==> config.mk <==
export PLATFORM = sky130hd
export DESIGN_NAME = orc_cmp
export DESIGN_NICKNAME = d
export VERILOG_FILES = /design/src/rtl/assert_macros.svh /design/src/rtl/orc_pkg.sv /design/src/rtl/orc_cmp.sv
export SDC_FILE = /design/constraint.sdc
export NUM_CORES = 1
export LEC_CHECK = 0
export BUFFER_PORTS_ARGS = -buffer_cell sky130_fd_sc_hd__buf_2
export CELL_PAD_IN_SITES_DETAIL_PLACEMENT = 1
export CELL_PAD_IN_SITES_GLOBAL_PLACEMENT = 2
export CORE_UTILIZATION = 31
export DETAILED_ROUTE_END_ITERATION = 10
export PLACE_DENSITY = 0.95
export RECOVER_POWER = 50
export SETUP_SLACK_MARGIN = 0.4
export SLEW_MARGIN = 25
export SYNTH_ARGS = -nofsm -noshare
export SYNTH_HDL_FRONTEND = slang
export SYNTH_SLANG_ARGS = --single-unit
==> constraint.sdc <==
create_clock -name clk -period 5.8 [get_ports clk]
set_input_delay 1.16 -clock clk [delete_from_list [all_inputs] [get_ports clk]]
set_output_delay 1.16 -clock clk [all_outputs]
set_load 0.005 [all_outputs]
==> src/rtl/assert_macros.svh <==
// Assertion macros shared by the RTL files that carry checks.
`ifndef ASSERT_MACROS_SVH
`define ASSERT_MACROS_SVH

// Same-cycle implication, disabled while reset is asserted.
`define ASSERT_IMPLIES(label, clk, rst_n, ante, cons) \
    label: assert property (@(posedge clk) disable iff (!rst_n) (ante) |-> (cons)) \
        else $error("assertion failed: same-cycle implication");

// Next-cycle implication, disabled while reset is asserted.
`define ASSERT_NEXT(label, clk, rst_n, ante, cons) \
    label: assert property (@(posedge clk) disable iff (!rst_n) (ante) |=> (cons)) \
        else $error("assertion failed: next-cycle implication");

`endif

==> src/rtl/orc_pkg.sv <==
package orc_pkg;

    localparam int MAX_OBJECTS_DEF = 64;
    localparam int ID_W            = 64;
    localparam int ADDR_W          = 64;
    localparam int SIZE_W          = 64;
    localparam int STAMP_W         = 32;

    typedef enum logic [1:0] {
        CMD_ALLOC    = 2'd0,
        CMD_FREE     = 2'd1,
        CMD_CLASSIFY = 2'd2,
        CMD_CLEAR    = 2'd3
    } cmd_t;

    typedef enum logic [2:0] {
        STAT_OK      = 3'd0,
        STAT_DUP     = 3'd1,
        STAT_NOMATCH = 3'd2,
        STAT_INVALID = 3'd3,
        STAT_FULL    = 3'd4
    } status_t;

    typedef enum logic [1:0] {
        ST_IDLE   = 2'd0,
        ST_SCAN   = 2'd1,
        ST_FINISH = 2'd2
    } orc_state_t;

    typedef struct packed {
        logic [ID_W-1:0]    id;
        logic [ADDR_W-1:0]  base;
        logic [SIZE_W-1:0]  size;
        logic               cls;
        logic [STAMP_W-1:0] stamp;
    } entry_t;

    // Per-entry verdict of the compare unit.
    typedef struct packed {
        logic               id_hit;
        logic               pair_hit;
        logic               range_hit;
        logic               empty;
        logic [STAMP_W-1:0] age;
        logic               cls;
    } cmp_res_t;

    function automatic int idx_width(input int n);
        int w;
        w = (n > 1) ? $clog2(n) : 1;
        return w;
    endfunction

endpackage

==> src/rtl/orc_cmp.sv <==
module orc_cmp (
    input  logic                            clk,
    input  logic                            rst_n,
    input  logic                            in_v,
    input  orc_pkg::entry_t                 entry,
    input  logic                            entry_valid,
    input  logic [orc_pkg::ID_W-1:0]        key_id,
    input  logic [orc_pkg::ADDR_W-1:0]      key_addr,
    input  logic [orc_pkg::STAMP_W-1:0]     counter,
    output logic                            out_v,
    output orc_pkg::cmp_res_t               res
);

    logic [orc_pkg::ADDR_W:0]        sub_full;

    logic                            a_v_reg;
    logic                            a_valid_reg;
    logic                            a_id_eq_reg;
    logic                            a_base_eq_reg;
    logic                            a_below_reg;
    logic [orc_pkg::ADDR_W-1:0]      a_diff_reg;
    logic [orc_pkg::SIZE_W-1:0]      a_size_reg;
    logic [orc_pkg::STAMP_W-1:0]     a_age_reg;
    logic                            a_cls_reg;

    logic                            b_v_reg;
    orc_pkg::cmp_res_t               res_reg;
    orc_pkg::cmp_res_t               res_next;

    // The borrow out of the subtraction says the address lies below the base.
    assign sub_full = {1'b0, key_addr} - {1'b0, entry.base};

    always_comb
    begin
        res_next.id_hit    = a_valid_reg & a_id_eq_reg;
        res_next.pair_hit  = a_valid_reg & a_id_eq_reg & a_base_eq_reg;
        res_next.range_hit = a_valid_reg & ~a_below_reg & (a_diff_reg < a_size_reg);
        res_next.empty     = ~a_valid_reg;
        res_next.age       = a_age_reg;
        res_next.cls       = a_cls_reg;
    end

    always_ff @(posedge clk or negedge rst_n)
    begin
        if (!rst_n)
        begin
            a_v_reg <= 1'b0;
            b_v_reg <= 1'b0;
        end
        else
        begin
            a_v_reg <= in_v;
            b_v_reg <= a_v_reg;
        end
    end

    always_ff @(posedge clk)
    begin
        a_valid_reg   <= entry_valid;
        a_id_eq_reg   <= (entry.id == key_id);
        a_base_eq_reg <= (entry.base == key_addr);
        a_below_reg   <= sub_full[orc_pkg::ADDR_W];
        a_diff_reg    <= sub_full[orc_pkg::ADDR_W-1:0];
        a_size_reg    <= entry.size;
        a_age_reg     <= counter - entry.stamp;
        a_cls_reg     <= entry.cls;
        res_reg       <= res_next;
    end

    assign out_v = b_v_reg;
    assign res   = res_reg;

endmodule

# After elaboration in Yosys (flattened, before gate mapping)
# Index checks and enable logic that the tools add are counted.
# classes
addsub	2
multipliers	0
n_div	0
order_cmp	1
n_eq_ne	2
shift	0
muxes	0
n_bitwise	6
n_reduce_logical	0
# ops
cell	count
64-bit == test	2
64-bit by 64-bit subtractor with 65-bit output	1
64-bit < comparator	1
32-bit subtractor	1
1-bit bitwise AND	4
1-bit NOT	2
# totals
ff_bits	204
latchBits	0
ram_bits	0
rom_bits	0
input_bits	389
out_inout_bits	38
elab_cells	27
mem_count	0

# Longest topological paths before layout
# depth
word_depth	3
mapped_depth	12
depth_no_buf	12

# Worst setup path before layout
# No wires, ideal clock.
# synth_timing
path_type	input to register
from	in entry[100] in the netlist's numbering
to	reg a_diff_reg[61] in the netlist's numbering
setup_ns	0.132
arrival_time_ns	3.312
t_required_ns	5.668
slack_ns	2.356
cell_stages	11
path_buffers	0
cell_sequence	inv_1 -> ha_1 -> a21o_1 -> a21oi_2 -> a2111oi_4 -> a2111oi_4 -> o22a_1 -> o211ai_2 -> a221oi_2 -> o41ai_2 -> xor2_1
# synth_between
elab_chain_cells	1
# synth_lines
element	line_no	text
start, declared	orc_cmp.sv:5	input orc_pkg::entry_t entry,
64-bit by 64-bit subtractor with 65-bit output	orc_cmp.sv:31	assign sub_full = {1'b0, key_addr} - {1'b0, entry.base};
net sub_full (one bit)	orc_cmp.sv:14	logic [orc_pkg::ADDR_W:0] sub_full;
end signal, assigned	orc_cmp.sv:63	a_diff_reg <= sub_full[orc_pkg::ADDR_W-1:0];
end, declared	orc_cmp.sv:21	logic [orc_pkg::ADDR_W-1:0] a_diff_reg;
# The timed path passes the listed nets, and every way through them passes these cells.

# Worst setup path after layout
# layout_timing
from	in entry[97] in the netlist's numbering
to	reg a_diff_reg[62] in the netlist's numbering
# The elaborated chain is that of the path after synthesis.

==> flow_summary.ini <==
[outcome]
status = completed

[yosys]
synth_top_family_by_area = compound AO/OA/AOI/OAI gates
ys_seq_area_frac = 0.337
synth_seq_cells = 204
synth_edf_count = 0
syn_inst = 1377
synth.area.mux_share = 0
async_flop_share = 0.00980
avgSynthCellArea_um2 = 8.82
ys_warn_count = 0
netlist_area_um2 = 12100
synthXorXnorAreaFrac = 0.110
yosysUniqueCellTypes = 63
synth-compound-area-share = 0.199
synthAdderAreaFrac = 0.166
synth_flop_cell = dfxtp_1
synth_nets = 1926
synth-simple-area-share = 0.123

[worst_setup_path]
arrival_ns = 4.14
cp-start-kind = primary input
path_cells = buf_2 > ha_1 > fa_1 > nand2b_1 > a21oi_1 > o21ai_1 > a31oi_1 > nor3_2 > o21ai_1 > a31oi_2 > o31ai_1 > xor2_1
cpLargestDelayFamily = compound AO/OA/AOI/OAI gates
r2r-start = a_size_reg[28]$_DFF_P_
cp-startpoint = entry[97]
critical_path_class = in -> reg
worst-path-stages = 12
critical-path-slowest-cell = fa_1
cpMostUsedCell = o21ai_1
required_ns = 6.26
worst-path-max-fanout = 4
path_buf_inv = 1
cp_slowest_stage_delay_ns = 0.41
reg2reg_depth = 9
cp-end-kind = register

[die]
die_w_um = 200
die_area_um2 = 40000
die_h_um = 200
core_area_um2 = 38600
initial_core_util = 0.314
boundaryPins = 427
rows = 72

[layout]
final_common_cell = buf_2
syn2layout_area_growth_pct = 28.9
drive_gt1_frac = 0.260
layout_common_cells = 417 x buf_2, 202 x dfxtp_1, 180 x inv_1
final_nets = 2354
design_area_um2 = 15600

[routing]
via_per_inst = 4.86
ant_nets = 0
vias = 11407
drc = 0
drtIter0Drc = 317
routedWlPerCell_um = 18.7
wirelength_mm = 43.8
first_pass_iters = 5

[sta]
hold_viol = 0
min_period_ns = 3.67
post-route-period-util = 0.634
setup_viol = 0
report.final.slew_viol_count = 0
skew_ns = 0.00663
max_freq_ghz = 0.272
fin_setup_tns_ns = 0
worst_pin_slew_ns = 0.650
whs_ns = 0.324
max_slew_margin = 0.563
rsz0062_at_grt = false
final.setup.worst_slack_ns = 2.13

[clocking]
cts_inserted_buffers = 25
clockBufferDepth = 3
worstSkewPairLatency_ns = 0.53
post_cts.resized_instances = 0
cts_sinks = 204
cts_root_buf = clkbuf_16
clk_pin_slew_ns = 0.06
cts.repair_timing.setup_buffer_count = 0
hold_buffers = 0
cts_tree = yes
htreeDepth = 1

[hold_path]
hold_start = a_age_reg[8]$_DFF_P_
hp-class = reg -> reg
holdPathStages = 0

[place]
placed_area_um2 = 14800
port_buffers = 426
dp_slack_ns = 1.62
gp_congestion = 0.911
dp_hpwl_mm = 37.6

[power_and_ir_drop]
power_mw = 4.48
combPwrFrac = 0.273
clkPwrFrac = 0.345
swShare = 0.305
intPower_mw = 3.12
ir_drop_mv = 0.192
power.leakage_nw = 8.19
power.density_nw_per_um2 = 286
sequentialPowerShare = 0.383
power.switching_mw = 1.37

[grt]
grt_usage = 0.216
grt_pass1_wl_mm = 65.6
antenna_found_initial = 23
grt_pass1_vias = 12365
grt_max_degree = 13
globalRouteOverflowTotal = 0

[flow_run]
drv_cap = 0
-- final timing paths --
| check | to | slack (ns) |
|---|---|---|
| worst max register to register | res[34]$_DFF_P_ | 2.63 |
| worst min register to register | res[9]$_DFF_P_ | 0.32 |
| min in group asynchronous | a_v_reg$_DFF_PN0_ | 0.40 |
| worst max-delay path | a_diff_reg[62]$_DFF_P_ | 2.13 |
| max in group asynchronous | out_v$_DFF_PN0_ | 5.27 |
| worst min-delay path | res[9]$_DFF_P_ | 0.32 |
-- worst reg2reg max path: stages, from the launching register on --
cell and delay [ns]:
dfxtp_1 0.31, inv_1 0.06, ha_1 0.30, nand4_1 0.15, nor4_1 0.62, nor4b_1 0.56, a211o_1 0.32, a21oi_1 0.14
o31ai_1 0.46, a21oi_1 0.13
-- kinds of logic (layout without fill, tap and decap cells) --
| kind of cell | count (synthesis) | in the layout |
|---|---|---|
| AOI/OAI and AO/OA | 355 | 355 |
| DFF | 204 | 204 |
| adders and majority gates | 160 | 160 |
| other | 0 | 10 |
| xor gates and xnor gates | 153 | 153 |
| and+or+nand+nor | 300 | 300 |
| buffers and inverters | 205 | 649 |
-- routing by layer --
layer,vias to the layer above,routed length [µm],track usage
met5,-,77,0
met4,12,1890,0.0978
met3,97,2710,0.0455
met2,373,21500,0.387
met1,5273,17700,0.244
li1,5652,-,-
-- synth_stat cells, types with 25 or more instances --
cell,count,share of area
a21oi_1,109,0.045
nand2_1,66,0.020
xnor2_1,54,0.039
ha_1,158,0.16
inv_1,180,0.056
a21o_1,80,0.049
clkbuf_1,25,0.0077
o21ai_0,41,0.017
xor2_1,99,0.071
nand4_1,40,0.021
nor2_1,74,0.023
dfxtp_1,202,0.33
-- per-stage QoR --
stage / cells / utilization
final: 2349 / 0.405
after global routing: 2346 / 0.405
after global placement: 2296 / 0.384
after CTS: 2339 / 0.404
after detailed placement: 2296 / 0.384
after floorplan: 1377 / -
-- power by group through the flow --
stage	combinational (mW)	sequential (mW)	clock [mW]
2_1_floorplan	0.748	1.72	0
3_3_place_gp	1.17	1.74	0
3_5_place_dp	1.22	1.75	0
4_1_cts	1.23	1.72	1.60
5_1_grt	1.37	1.73	1.66
6_report	1.22	1.71	1.55
-- cell type report --
cell class,instances,area (µm²)
fillers,4688,23000
multi-input cells,968,7280
flip-flops and latches,204,4090
repair buffers,426,2120
clock buffers,35,713
inverters,180,676
well taps,518,648
clock inverters,8,93.8
diodes,10,25.0
Power figures use the tool's default switching activity.
